--- config.mk ---
export PLATFORM = sky130hd
export DESIGN_NAME = fsq_code_to_levels_top
export DESIGN_NICKNAME = d
export VERILOG_FILES = /design/src/rtl/core/fsq_pkg.sv /design/src/rtl/core/fsq_div.sv /design/src/rtl/core/fsq_fifo.sv /design/src/rtl/core/fsq_front.sv /design/src/rtl/core/fsq_back.sv /design/src/rtl/core/fsq_code_to_levels_top.sv
export SDC_FILE = /design/constraint.sdc
export NUM_CORES = 2
export LEC_CHECK = 0
export BUFFER_PORTS_ARGS = -buffer_cell sky130_fd_sc_hd__buf_4
export CORE_MARGIN = 5
export CORE_UTILIZATION = 50
export DETAILED_ROUTE_END_ITERATION = 6
export PLACE_DENSITY_LB_ADDON = 0.15
export SLEW_MARGIN = 20
export SYNTH_ARGS = -nofsm -noshare
export SYNTH_HDL_FRONTEND = slang
export SYNTH_SLANG_ARGS = --single-unit
--- constraint.sdc ---
create_clock -name clk -period 44.1 [get_ports clk]
set_clock_uncertainty 0.2 [all_clocks]
set_input_delay 4.41 -clock clk [delete_from_list [all_inputs] [get_ports clk]]
set_output_delay 4.41 -clock clk [all_outputs]
set_load 0.02 [all_outputs]
--- src/rtl/core/fsq_pkg.sv ---
// Shared types, constants and register indexes of the FSQ code splitter.
package fsq_pkg;

	// Field and register widths.
	localparam int CODE_W     = 32;
	localparam int LEVEL_W    = 8;
	localparam int DIMS_W     = 3;
	localparam int SCALE_W    = 17;
	localparam int FRAC_BITS  = 15;
	localparam int CFG_IDX_W  = 3;
	localparam int CFG_DATA_W = 8;

	// Dimension limits and register reset values.
	localparam int MAX_DIMS_LIMIT = 6;
	localparam int DEF_MAX_DIMS   = 6;
	localparam logic [DIMS_W-1:0] NUM_DIMS_RESET = 3'd4;
	localparam logic [LEVEL_W-1:0] LEVEL_MIN = 8'd2;
	localparam logic [LEVEL_W-1:0] LEVEL_RESET [MAX_DIMS_LIMIT] =
		'{8'd8, 8'd5, 8'd5, 8'd5, 8'd2, 8'd2};

	// Register indexes on the configuration port.
	localparam logic [CFG_IDX_W-1:0] REG_NUM_DIMS   = 3'd0;
	localparam int                   REG_LEVEL_BASE = 1;

	// Codebook size is held saturated at two to the power of the code width.
	localparam int PROD_W = CODE_W + 1;
	localparam logic [PROD_W-1:0] PROD_CAP = {1'b1, {CODE_W{1'b0}}};

	// Divider: quotient bits resolved per cycle.
	localparam int BITS_PER_STEP = 8;

	// Depth of the queue between the front and the back.
	localparam int QUEUE_DEPTH = 2;

	// One classified code travelling from the front to the back.
	typedef struct packed {
		logic [CODE_W-1:0] code;
		logic              oor;
	} queue_entry_t;

endpackage

--- src/rtl/core/fsq_div.sv ---
// Iterative unsigned divider resolving several quotient bits per cycle.
module fsq_div import fsq_pkg::*; #(
	parameter int DIVIDEND_W = CODE_W,
	parameter int DIVISOR_W  = LEVEL_W
) (
	input  logic                  clk,
	input  logic                  arst_n,
	input  logic                  in_valid,
	output logic                  in_ready,
	input  logic [DIVIDEND_W-1:0] dividend,
	input  logic [DIVISOR_W-1:0]  divisor,
	output logic                  out_valid,
	input  logic                  out_ready,
	output logic [DIVIDEND_W-1:0] quotient,
	output logic [DIVISOR_W-1:0]  remainder
);

	localparam int STEPS  = (DIVIDEND_W + BITS_PER_STEP - 1) / BITS_PER_STEP;
	localparam int PAD_W  = STEPS * BITS_PER_STEP;
	localparam int STEP_W = (STEPS > 1) ? $clog2(STEPS) : 1;

	typedef enum logic [2:0] {
		DIV_IDLE = 3'b001,
		DIV_RUN  = 3'b010,
		DIV_DONE = 3'b100
	} div_state_t;

	div_state_t           state_q;
	logic [STEP_W-1:0]    cnt_q;
	logic [PAD_W-1:0]     work_q;
	logic [DIVISOR_W-1:0] rem_q;
	logic [DIVISOR_W-1:0] divisor_q;

	logic [DIVISOR_W:0]   trial;
	logic [DIVISOR_W-1:0] rem_nx;
	logic [PAD_W-1:0]     work_nx;

	// One step of restoring division: dividend bits shift out at the top,
	// quotient bits shift in at the bottom.
	always_comb begin
		trial   = '0;
		rem_nx  = rem_q;
		work_nx = work_q;
		for (int j = 0; j < BITS_PER_STEP; j++) begin
			trial   = {rem_nx, work_nx[PAD_W-1]};
			work_nx = {work_nx[PAD_W-2:0], 1'b0};
			if (trial >= {1'b0, divisor_q}) begin
				trial      = trial - {1'b0, divisor_q};
				work_nx[0] = 1'b1;
			end
			rem_nx = trial[DIVISOR_W-1:0];
		end
	end

	// Control sequence.
	always_ff @(posedge clk or negedge arst_n) begin
		if (!arst_n) begin
			state_q <= DIV_IDLE;
			cnt_q   <= '0;
		end else begin
			case (state_q)
				DIV_IDLE: begin
					if (in_valid) begin
						state_q <= DIV_RUN;
						cnt_q   <= STEP_W'(STEPS - 1);
					end
				end
				DIV_RUN: begin
					if (cnt_q == '0) begin
						state_q <= DIV_DONE;
					end else begin
						cnt_q <= cnt_q - 1'b1;
					end
				end
				DIV_DONE: begin
					if (out_ready) begin
						state_q <= DIV_IDLE;
					end
				end
				default: begin
					state_q <= DIV_IDLE;
				end
			endcase
		end
	end

	// Datapath registers.
	always_ff @(posedge clk) begin
		if (state_q == DIV_IDLE && in_valid) begin
			work_q    <= PAD_W'(dividend);
			rem_q     <= '0;
			divisor_q <= divisor;
		end else if (state_q == DIV_RUN) begin
			work_q <= work_nx;
			rem_q  <= rem_nx;
		end
	end

	assign in_ready  = (state_q == DIV_IDLE);
	assign out_valid = (state_q == DIV_DONE);
	assign quotient  = work_q[DIVIDEND_W-1:0];
	assign remainder = rem_q;

endmodule

--- src/rtl/core/fsq_fifo.sv ---
// Short queue of classified codes between the front and the back.
module fsq_fifo import fsq_pkg::*; (
	input  logic         clk,
	input  logic         arst_n,
	input  logic         push_valid,
	output logic         push_ready,
	input  queue_entry_t push_entry,
	output logic         pop_valid,
	input  logic         pop_ready,
	output queue_entry_t pop_entry
);

	localparam int PTR_W = (QUEUE_DEPTH > 1) ? $clog2(QUEUE_DEPTH) : 1;
	localparam int CNT_W = $clog2(QUEUE_DEPTH + 1);

	queue_entry_t     entries_q [QUEUE_DEPTH];
	logic [PTR_W-1:0] wr_ptr_q;
	logic [PTR_W-1:0] rd_ptr_q;
	logic [CNT_W-1:0] count_q;
	logic             do_push;
	logic             do_pop;

	assign push_ready = (count_q != CNT_W'(QUEUE_DEPTH));
	assign pop_valid  = (count_q != '0);
	assign pop_entry  = entries_q[rd_ptr_q];
	assign do_push    = push_valid && push_ready;
	assign do_pop     = pop_valid && pop_ready;

	// Pointers and fill level.
	always_ff @(posedge clk or negedge arst_n) begin
		if (!arst_n) begin
			wr_ptr_q <= '0;
			rd_ptr_q <= '0;
			count_q  <= '0;
		end else begin
			if (do_push) begin
				wr_ptr_q <= (wr_ptr_q == PTR_W'(QUEUE_DEPTH - 1)) ? '0 : wr_ptr_q + 1'b1;
			end
			if (do_pop) begin
				rd_ptr_q <= (rd_ptr_q == PTR_W'(QUEUE_DEPTH - 1)) ? '0 : rd_ptr_q + 1'b1;
			end
			if (do_push && !do_pop) begin
				count_q <= count_q + 1'b1;
			end else if (do_pop && !do_push) begin
				count_q <= count_q - 1'b1;
			end
		end
	end

	// Entry storage.
	always_ff @(posedge clk) begin
		if (do_push) begin
			entries_q[wr_ptr_q] <= push_entry;
		end
	end

endmodule

--- src/rtl/core/fsq_front.sv ---
// Front: keeps the codebook size up to date and classifies incoming codes.
module fsq_front import fsq_pkg::*; #(
	parameter int MAX_DIMS = DEF_MAX_DIMS,
	parameter int DIM_W    = (MAX_DIMS > 1) ? $clog2(MAX_DIMS) : 1
) (
	input  logic                     clk,
	input  logic                     arst_n,
	input  logic                     cfg_changed,
	input  logic [LEVEL_W-1:0]       levels [MAX_DIMS],
	input  logic [DIM_W-1:0]         last_dim,
	input  logic                     in_valid,
	output logic                     in_ready,
	input  logic signed [CODE_W-1:0] code,
	output logic                     push_valid,
	input  logic                     push_ready,
	output queue_entry_t             push_entry
);

	localparam int MULT_W = PROD_W + LEVEL_W;

	logic               busy_q;
	logic [DIM_W-1:0]   step_q;
	logic [PROD_W-1:0]  prod_q;
	logic [LEVEL_W-1:0] lvl_sel;
	logic [MULT_W-1:0]  mult;

	// Level count of the dimension being folded into the product.
	always_comb begin
		lvl_sel = levels[0];
		for (int i = 0; i < MAX_DIMS; i++) begin
			if (step_q == DIM_W'(i)) begin
				lvl_sel = levels[i];
			end
		end
	end

	assign mult = MULT_W'(prod_q) * MULT_W'(lvl_sel);

	// Codebook size, rebuilt one dimension at a time after reset and after
	// every register write, saturating at the cap.
	always_ff @(posedge clk or negedge arst_n) begin
		if (!arst_n) begin
			busy_q <= 1'b1;
			step_q <= '0;
			prod_q <= PROD_W'(1);
		end else if (cfg_changed) begin
			busy_q <= 1'b1;
			step_q <= '0;
			prod_q <= PROD_W'(1);
		end else if (busy_q) begin
			if (step_q <= last_dim) begin
				prod_q <= (mult > MULT_W'(PROD_CAP)) ? PROD_CAP : mult[PROD_W-1:0];
			end
			if (step_q == DIM_W'(MAX_DIMS - 1)) begin
				busy_q <= 1'b0;
			end else begin
				step_q <= step_q + 1'b1;
			end
		end
	end

	// Classification: negative codes and codes at or above the size are errors.
	assign in_ready        = !busy_q && push_ready;
	assign push_valid      = in_valid && !busy_q;
	assign push_entry.code = code;
	assign push_entry.oor  = code[CODE_W-1] || ({1'b0, $unsigned(code)} >= prod_q);

endmodule

--- src/rtl/core/fsq_back.sv ---
// Back: splits each code into digits, scales them and drives the result port.
module fsq_back import fsq_pkg::*; #(
	parameter int MAX_DIMS = DEF_MAX_DIMS,
	parameter int DIM_W    = (MAX_DIMS > 1) ? $clog2(MAX_DIMS) : 1
) (
	input  logic                      clk,
	input  logic                      arst_n,
	input  logic [LEVEL_W-1:0]        levels [MAX_DIMS],
	input  logic [DIM_W-1:0]          last_dim,
	input  logic                      pop_valid,
	output logic                      pop_ready,
	input  queue_entry_t              pop_entry,
	output logic                      out_valid,
	input  logic                      out_ready,
	output logic [DIMS_W-1:0]         dim_index,
	output logic [LEVEL_W-1:0]        digit,
	output logic signed [SCALE_W-1:0] scaled_value,
	output logic                      last,
	output logic                      out_of_range
);

	localparam int SDIV_W = LEVEL_W + FRAC_BITS + 1;

	// Digit stage.
	logic              a_busy_q;
	logic              a_issued_q;
	logic [CODE_W-1:0] a_rem_q;
	logic [DIM_W-1:0]  a_k_q;

	// Scaling stage.
	logic               b_full_q;
	logic               b_issued_q;
	logic               b_err_q;
	logic [DIM_W-1:0]   b_k_q;
	logic [LEVEL_W-1:0] b_digit_q;
	logic [LEVEL_W-1:0] b_mag_q;
	logic               b_neg_q;
	logic [LEVEL_W-1:0] b_den_q;
	logic               b_last_q;

	// Output register.
	logic                      out_valid_q;
	logic [DIMS_W-1:0]         dim_index_q;
	logic [LEVEL_W-1:0]        digit_q;
	logic signed [SCALE_W-1:0] scaled_value_q;
	logic                      last_q;
	logic                      out_of_range_q;

	logic                      dd_in_valid;
	logic                      dd_in_ready;
	logic                      dd_out_valid;
	logic [CODE_W-1:0]         dd_quo;
	logic [LEVEL_W-1:0]        dd_rem;
	logic                      sd_in_valid;
	logic                      sd_in_ready;
	logic                      sd_out_valid;
	logic [SDIV_W-1:0]         sd_dividend;
	logic [SDIV_W-1:0]         sd_quo;
	logic [LEVEL_W:0]          sd_rem;
	logic [LEVEL_W-1:0]        lvl_sel;
	logic [LEVEL_W-1:0]        den_sel;
	logic signed [LEVEL_W+1:0] diff;
	logic [LEVEL_W+1:0]        diff_abs;
	logic                      a_last;
	logic                      a_xfer;
	logic                      pop_take;
	logic                      err_take;
	logic                      out_free;
	logic                      b_done;
	logic                      out_load;
	logic signed [SCALE_W-1:0] sd_mag;

	// Level count of the dimension under division.
	always_comb begin
		lvl_sel = levels[0];
		for (int i = 0; i < MAX_DIMS; i++) begin
			if (a_k_q == DIM_W'(i)) begin
				lvl_sel = levels[i];
			end
		end
	end

	assign den_sel = lvl_sel - 1'b1;
	assign a_last  = (a_k_q == last_dim);

	// Signed distance of twice the digit from the top level.
	assign diff     = $signed({1'b0, dd_rem, 1'b0}) - $signed({2'b00, den_sel});
	assign diff_abs = diff[LEVEL_W+1] ? $unsigned(-diff) : $unsigned(diff);

	// Handshakes between the stages.
	assign out_free    = !out_valid_q || out_ready;
	assign a_xfer      = dd_out_valid && !b_full_q;
	assign pop_ready   = !a_busy_q && (!pop_entry.oor || !b_full_q);
	assign pop_take    = pop_valid && pop_ready && !pop_entry.oor;
	assign err_take    = pop_valid && pop_ready && pop_entry.oor;
	assign dd_in_valid = a_busy_q && !a_issued_q;
	assign sd_in_valid = b_full_q && !b_err_q && !b_issued_q;
	assign b_done      = b_full_q && (b_err_q || sd_out_valid);
	assign out_load    = b_done && out_free;

	// Digit divider: remainder by the level count of the current dimension.
	fsq_div #(
		.DIVIDEND_W(CODE_W),
		.DIVISOR_W (LEVEL_W)
	) u_digit_div (
		.clk      (clk),
		.arst_n   (arst_n),
		.in_valid (dd_in_valid),
		.in_ready (dd_in_ready),
		.dividend (a_rem_q),
		.divisor  (lvl_sel),
		.out_valid(dd_out_valid),
		.out_ready(!b_full_q),
		.quotient (dd_quo),
		.remainder(dd_rem)
	);

	// Scaling divider: rounded |2d - (L-1)| * 32768 / (L-1).
	assign sd_dividend = (SDIV_W'(b_mag_q) << (FRAC_BITS + 1)) | SDIV_W'(b_den_q);

	fsq_div #(
		.DIVIDEND_W(SDIV_W),
		.DIVISOR_W (LEVEL_W + 1)
	) u_scale_div (
		.clk      (clk),
		.arst_n   (arst_n),
		.in_valid (sd_in_valid),
		.in_ready (sd_in_ready),
		.dividend (sd_dividend),
		.divisor  ({b_den_q, 1'b0}),
		.out_valid(sd_out_valid),
		.out_ready(out_free),
		.quotient (sd_quo),
		.remainder(sd_rem)
	);

	assign sd_mag = sd_quo[SCALE_W-1:0];

	// Digit stage control.
	always_ff @(posedge clk or negedge arst_n) begin
		if (!arst_n) begin
			a_busy_q   <= 1'b0;
			a_issued_q <= 1'b0;
			a_k_q      <= '0;
		end else begin
			if (pop_take) begin
				a_busy_q <= 1'b1;
				a_k_q    <= '0;
			end else if (a_xfer) begin
				a_issued_q <= 1'b0;
				a_k_q      <= a_k_q + 1'b1;
				if (a_last) begin
					a_busy_q <= 1'b0;
				end
			end else if (dd_in_valid && dd_in_ready) begin
				a_issued_q <= 1'b1;
			end
		end
	end

	// Running quotient of the code.
	always_ff @(posedge clk) begin
		if (pop_take) begin
			a_rem_q <= pop_entry.code;
		end else if (a_xfer) begin
			a_rem_q <= dd_quo;
		end
	end

	// Scaling stage control.
	always_ff @(posedge clk or negedge arst_n) begin
		if (!arst_n) begin
			b_full_q   <= 1'b0;
			b_issued_q <= 1'b0;
			b_err_q    <= 1'b0;
		end else begin
			if (a_xfer || err_take) begin
				b_full_q   <= 1'b1;
				b_issued_q <= 1'b0;
				b_err_q    <= err_take;
			end else if (out_load) begin
				b_full_q   <= 1'b0;
				b_issued_q <= 1'b0;
			end else if (sd_in_valid && sd_in_ready) begin
				b_issued_q <= 1'b1;
			end
		end
	end

	// Scaling stage payload; an error transaction carries zeros and has last set.
	always_ff @(posedge clk) begin
		if (err_take) begin
			b_k_q     <= '0;
			b_digit_q <= '0;
			b_mag_q   <= '0;
			b_neg_q   <= 1'b0;
			b_den_q   <= '0;
			b_last_q  <= 1'b1;
		end else if (a_xfer) begin
			b_k_q     <= a_k_q;
			b_digit_q <= dd_rem;
			b_mag_q   <= diff_abs[LEVEL_W-1:0];
			b_neg_q   <= diff[LEVEL_W+1];
			b_den_q   <= den_sel;
			b_last_q  <= a_last;
		end
	end

	// Output register: holds a result while the receiver stalls.
	always_ff @(posedge clk or negedge arst_n) begin
		if (!arst_n) begin
			out_valid_q <= 1'b0;
		end else if (out_load) begin
			out_valid_q <= 1'b1;
		end else if (out_ready) begin
			out_valid_q <= 1'b0;
		end
	end

	always_ff @(posedge clk) begin
		if (out_load) begin
			dim_index_q    <= DIMS_W'(b_k_q);
			digit_q        <= b_digit_q;
			last_q         <= b_last_q;
			out_of_range_q <= b_err_q;
			if (b_err_q) begin
				scaled_value_q <= '0;
			end else begin
				scaled_value_q <= b_neg_q ? -sd_mag : sd_mag;
			end
		end
	end

	assign out_valid    = out_valid_q;
	assign dim_index    = dim_index_q;
	assign digit        = digit_q;
	assign scaled_value = scaled_value_q;
	assign last         = last_q;
	assign out_of_range = out_of_range_q;

endmodule

--- src/rtl/core/fsq_code_to_levels_top.sv ---
// Top level of the FSQ code to levels splitter: registers, front, queue and back.
//
// Usage. One signed code enters per transaction on the input channel
// (in_valid, in_ready, code). For each code the result channel carries one
// transaction per dimension in use, dimension zero first, each with the
// mixed-radix digit and its value mapped to -1..1 in fixed point with 15
// fraction bits; the final one has last set. A negative code, or one not below
// the product of the level counts, gives a single transaction with
// out_of_range and last set and all other fields zero.
// Timing. The digit divider settles eight quotient bits a cycle, and the back
// takes the next code from the queue only once the digit stage has sent on
// the last dimension of the one before. The front takes a new code in the
// cycle after the previous one while the two-entry queue has room.
// Reset and configuration. After reset, and after every register write, the
// front rebuilds the codebook size one dimension at a time with in_ready low.
// When the receiver stalls, the output register holds its result and the
// back and queue fill up before in_ready drops.
module fsq_code_to_levels_top import fsq_pkg::*; #(
	parameter int MAX_DIMS = DEF_MAX_DIMS
) (
	input  logic                      clk,
	input  logic                      arst_n,
	input  logic                      cfg_write,
	input  logic [CFG_IDX_W-1:0]      cfg_index,
	input  logic [CFG_DATA_W-1:0]     cfg_data,
	input  logic                      in_valid,
	output logic                      in_ready,
	input  logic signed [CODE_W-1:0]  code,
	output logic                      out_valid,
	input  logic                      out_ready,
	output logic [DIMS_W-1:0]         dim_index,
	output logic [LEVEL_W-1:0]        digit,
	output logic signed [SCALE_W-1:0] scaled_value,
	output logic                      last,
	output logic                      out_of_range
);

	localparam int DIM_W = (MAX_DIMS > 1) ? $clog2(MAX_DIMS) : 1;

	logic [DIMS_W-1:0]  num_dims_q;
	logic [LEVEL_W-1:0] levels_q [MAX_DIMS];
	logic [LEVEL_W-1:0] wr_level;
	logic [DIMS_W-1:0]  dims_sat;
	logic [DIM_W-1:0]   last_dim;

	logic         push_valid;
	logic         push_ready;
	queue_entry_t push_entry;
	logic         pop_valid;
	logic         pop_ready;
	queue_entry_t pop_entry;

	// Level counts below two are stored as two.
	assign wr_level = (cfg_data[LEVEL_W-1:0] < LEVEL_MIN) ? LEVEL_MIN : cfg_data[LEVEL_W-1:0];

	// Configuration registers.
	always_ff @(posedge clk or negedge arst_n) begin
		if (!arst_n) begin
			num_dims_q <= NUM_DIMS_RESET;
			for (int i = 0; i < MAX_DIMS; i++) begin
				levels_q[i] <= LEVEL_RESET[i];
			end
		end else if (cfg_write) begin
			if (cfg_index == REG_NUM_DIMS) begin
				num_dims_q <= cfg_data[DIMS_W-1:0];
			end
			for (int i = 0; i < MAX_DIMS; i++) begin
				if (cfg_index == CFG_IDX_W'(REG_LEVEL_BASE + i)) begin
					levels_q[i] <= wr_level;
				end
			end
		end
	end

	// Dimensions in use: zero counts as one, large counts saturate.
	always_comb begin
		if (num_dims_q == '0) begin
			dims_sat = DIMS_W'(1);
		end else if (num_dims_q > DIMS_W'(MAX_DIMS)) begin
			dims_sat = DIMS_W'(MAX_DIMS);
		end else begin
			dims_sat = num_dims_q;
		end
	end

	assign last_dim = DIM_W'(dims_sat - 1'b1);

	fsq_front #(
		.MAX_DIMS(MAX_DIMS),
		.DIM_W   (DIM_W)
	) u_front (
		.clk        (clk),
		.arst_n     (arst_n),
		.cfg_changed(cfg_write),
		.levels     (levels_q),
		.last_dim   (last_dim),
		.in_valid   (in_valid),
		.in_ready   (in_ready),
		.code       (code),
		.push_valid (push_valid),
		.push_ready (push_ready),
		.push_entry (push_entry)
	);

	fsq_fifo u_queue (
		.clk       (clk),
		.arst_n    (arst_n),
		.push_valid(push_valid),
		.push_ready(push_ready),
		.push_entry(push_entry),
		.pop_valid (pop_valid),
		.pop_ready (pop_ready),
		.pop_entry (pop_entry)
	);

	fsq_back #(
		.MAX_DIMS(MAX_DIMS),
		.DIM_W   (DIM_W)
	) u_back (
		.clk         (clk),
		.arst_n      (arst_n),
		.levels      (levels_q),
		.last_dim    (last_dim),
		.pop_valid   (pop_valid),
		.pop_ready   (pop_ready),
		.pop_entry   (pop_entry),
		.out_valid   (out_valid),
		.out_ready   (out_ready),
		.dim_index   (dim_index),
		.digit       (digit),
		.scaled_value(scaled_value),
		.last        (last),
		.out_of_range(out_of_range)
	);

endmodule

==> out/metrics.yaml <==
grtUsageMet2_pct: 41.0
critical_path.top_delay_family: "compound AO/OA/AOI/OAI gates"
critical_path.max_stage_delay_ps: 840
clockBufferDepth: 3
drt_wl_total_um: 81100
via_count: 24105
drc: 0
place_congestion: 0.912
synth_top_family_by_area: "adder cells"
cts_sinks: 356
insertion_delay_ps: 580
synthToLayoutAreaGrowth_pct: 8.70
dpl.cell_count: 4142
cp.arrival_ps: 21260
synth_edf_count: 200
fin_crit_sh_pct: 47.6
yosys.area_share.simple_pct: 15.7
numCtsBuffers: 43
cp.required_ps: 44390
drive_above_1_share_pct: 9.22
cts_setup_buffers: 0
ys_ff_latch: 356
grt_pass1_vias: 24654
rsz0062_at_grt: "no"
fin_cells: 4221
cp_num_buf_inv: 4
async_flop_share_pct: 31.2
yosys_warnings: 0
ys_seq_area_share_pct: 31.0
synth_top_area_share_pct: 19.2
grt.met1_usage_pct: 32.8
post-synth-top-count-cell: "nand2_1"
syn_area_um2: 31300
cts_max_level: 2
post_cts_resize_count: 0
fin_tns_setup_ps: 0
gr-total-overflow: 0
synth-main-ff-cell: "edfxtp_1"
slew_viol_final: 0
die_h_um: 260
crit_top_cell: "o21ai_0"
avgSynthCellArea_um2: 9.36
drt-initial-drc-count: 1442
drtAntennaViolNets: 0
nets: 3848
grt_usage_pct: 24.1
drv_cap: 0
synth_area_leader_cell: "edfxtp_1"
start_util_pct: 50.6
worstSetupEndpointType: "flop"
die_x_um: 260
layout_setup_ws_ps: 23130
fp-row-count: 91
status: "finished clean"
synthAdderAreaFrac_pct: 22.9
worstSetupStartpointType: "flop"
yosys.area_share.xor_xnor_pct: 4.20
routedWlPerCell_um: 19.2
slew_headroom_pct: 31.1
core_um2: 61800
design.die.area_um2: 67600
setup_viol_count_final: 0
muxShareOfSynthArea_pct: 5.68
ctsHoldBuffers: 0
ioPinCount: 80
hold_class: "flop to flop"
grt_antenna_before_repair: 1
yosysUniqueCellTypes: 99
critPathKind: "flop to flop"
cts_tree: "yes"
grt_first_pass_wirelength_um: 132000
place_ws_ps: 23450
cpMaxStageDelayCell: "a2111oi_4"
fmax_mhz: 47.7
synth_compound_area_share_pct: 14.7
path_clk_slew_ps: 60
dpl.hpwl_um: 61700
synth_nets: 3840
io_buffer_count: 79
viasPerCell: 5.71
firstDrtPassIters: 5
synthesis.instances: 3342
ys_top_cells_by_area: "edfxtp_1 19%, fa_1 13%, ha_1 9.9%, dfrtp_1 7.8%, nand2_1 5.4%"
worst_pin_slew_ps: 1020
met3_usage_pct: 2.84
cts-root-buf: "clkbuf_16"
hold_viol: 0
top_usage_layer: "met2"
crit_path_max_fanout: 23
synth_top_cells_by_count: "449 x nand2_1, 330 x inv_1, 248 x ha_1"
post-route-min-period_ps: 20970
grt_max_degree: 66
==> sequential cells by signal, summed over array words and instances, names as in the netlist, 7 cells and up <==
| name | count |
|---|---|
| u_back.b_mag_q | 7 |
| u_back.scaled_value | 17 |
| u_back.digit | 8 |
| u_back.b_digit_q | 8 |
| u_back.u_scale_div.quotient | 24 |
| u_back.b_den_q | 8 |
| u_back.u_scale_div.remainder | 9 |
| u_back.a_rem_q | 32 |
| u_queue.entries_q | 66 |
| levels_q | 48 |
| u_back.u_digit_div.divisor_q | 8 |
| u_back.u_digit_div.quotient | 32 |
| u_front.prod_q | 33 |
| u_back.u_digit_div.remainder | 8 |
| u_back.u_scale_div.divisor_q | 8 |
==> metal layers <==
layer	part of all wire [%]	vias to the layer above
met5	0	-
met4	2.3	0
met3	4.8	130
met2	48	600
met1	45	11832
li1	-	11543
==> final cells by class <==
type                    count  area, µm²
repair buffers            104        781
diodes                      1       2.50
well taps                 837       1050
clock buffers              59       1200
clock inverters            19        181
multi-input cells        2512      19800
flip-flops and latches    356       9700
fillers                  5568      27800
inverters                 333       1250
==> placed cells by master (no fill, tap or decap), types with 44 or more instances in the layout <==
| master | count |
|---|---|
| dfxtp_1 | 45 |
| xnor2_1 | 85 |
| ha_1 | 248 |
| nand2b_1 | 45 |
| buf_4 | 104 |
| clkbuf_16 | 44 |
| mux2_2 | 79 |
| a21oi_1 | 192 |
| nor2_1 | 202 |
| nand2_1 | 449 |
| and2_1 | 124 |
| o21ai_0 | 133 |
| edfxtp_1 | 200 |
| a21o_1 | 82 |
| xor2_1 | 65 |
| dfrtp_1 | 96 |
| inv_1 | 329 |
| fa_1 | 202 |
| mux2i_1 | 77 |
==> kinds of logic after synthesis <==
| group | Yosys count |
|---|---|
| flops | 356 |
| compound gates | 703 |
| simple gates | 1045 |
| xor+xnor | 150 |
| fa+ha+maj | 450 |
| buf+inv | 474 |
| mux | 164 |
==> worst paths after layout <==
check | start | end | slack (ps) | cells past startpoint
hold reg to reg | u_back.b_digit_q[5]$_SDFFE_PP0P_ | u_back.digit[5]$_DFFE_PP_ | 230 | 0
max in group asynchronous | arst_n | levels_q[2]$_DFFE_PN0P_ | 38690 | 2
min in group asynchronous | arst_n | u_back.a_k_q[0]$_DFFE_PN0P_ | 3670 | 1
setup / recovery | u_back.u_digit_div.divisor_q[4]$_DFFE_PP_ | u_back.u_digit_div.remainder[0]$_SDFFE_PP0P_ | 23130 | 83
hold / removal | u_back.b_digit_q[5]$_SDFFE_PP0P_ | u_back.digit[5]$_DFFE_PP_ | 230 | 0
setup reg to reg | u_back.u_digit_div.divisor_q[4]$_DFFE_PP_ | u_back.u_digit_div.remainder[0]$_SDFFE_PP0P_ | 23130 | 83
==> metrics by stage <==
stage	instance area (µm²)	hold slack (ps)	util, %
3_3_place_gp	32600	222	52.7
6_report	34000	233	55.0
2_1_floorplan	31300	208	-
4_1_cts	34000	237	55.0
3_5_place_dp	32600	222	52.7
5_1_grt	34000	256	55.0
Power is not shown: default switching activity piles up to over one toggle a cycle in this logic, so the estimate is an artifact.
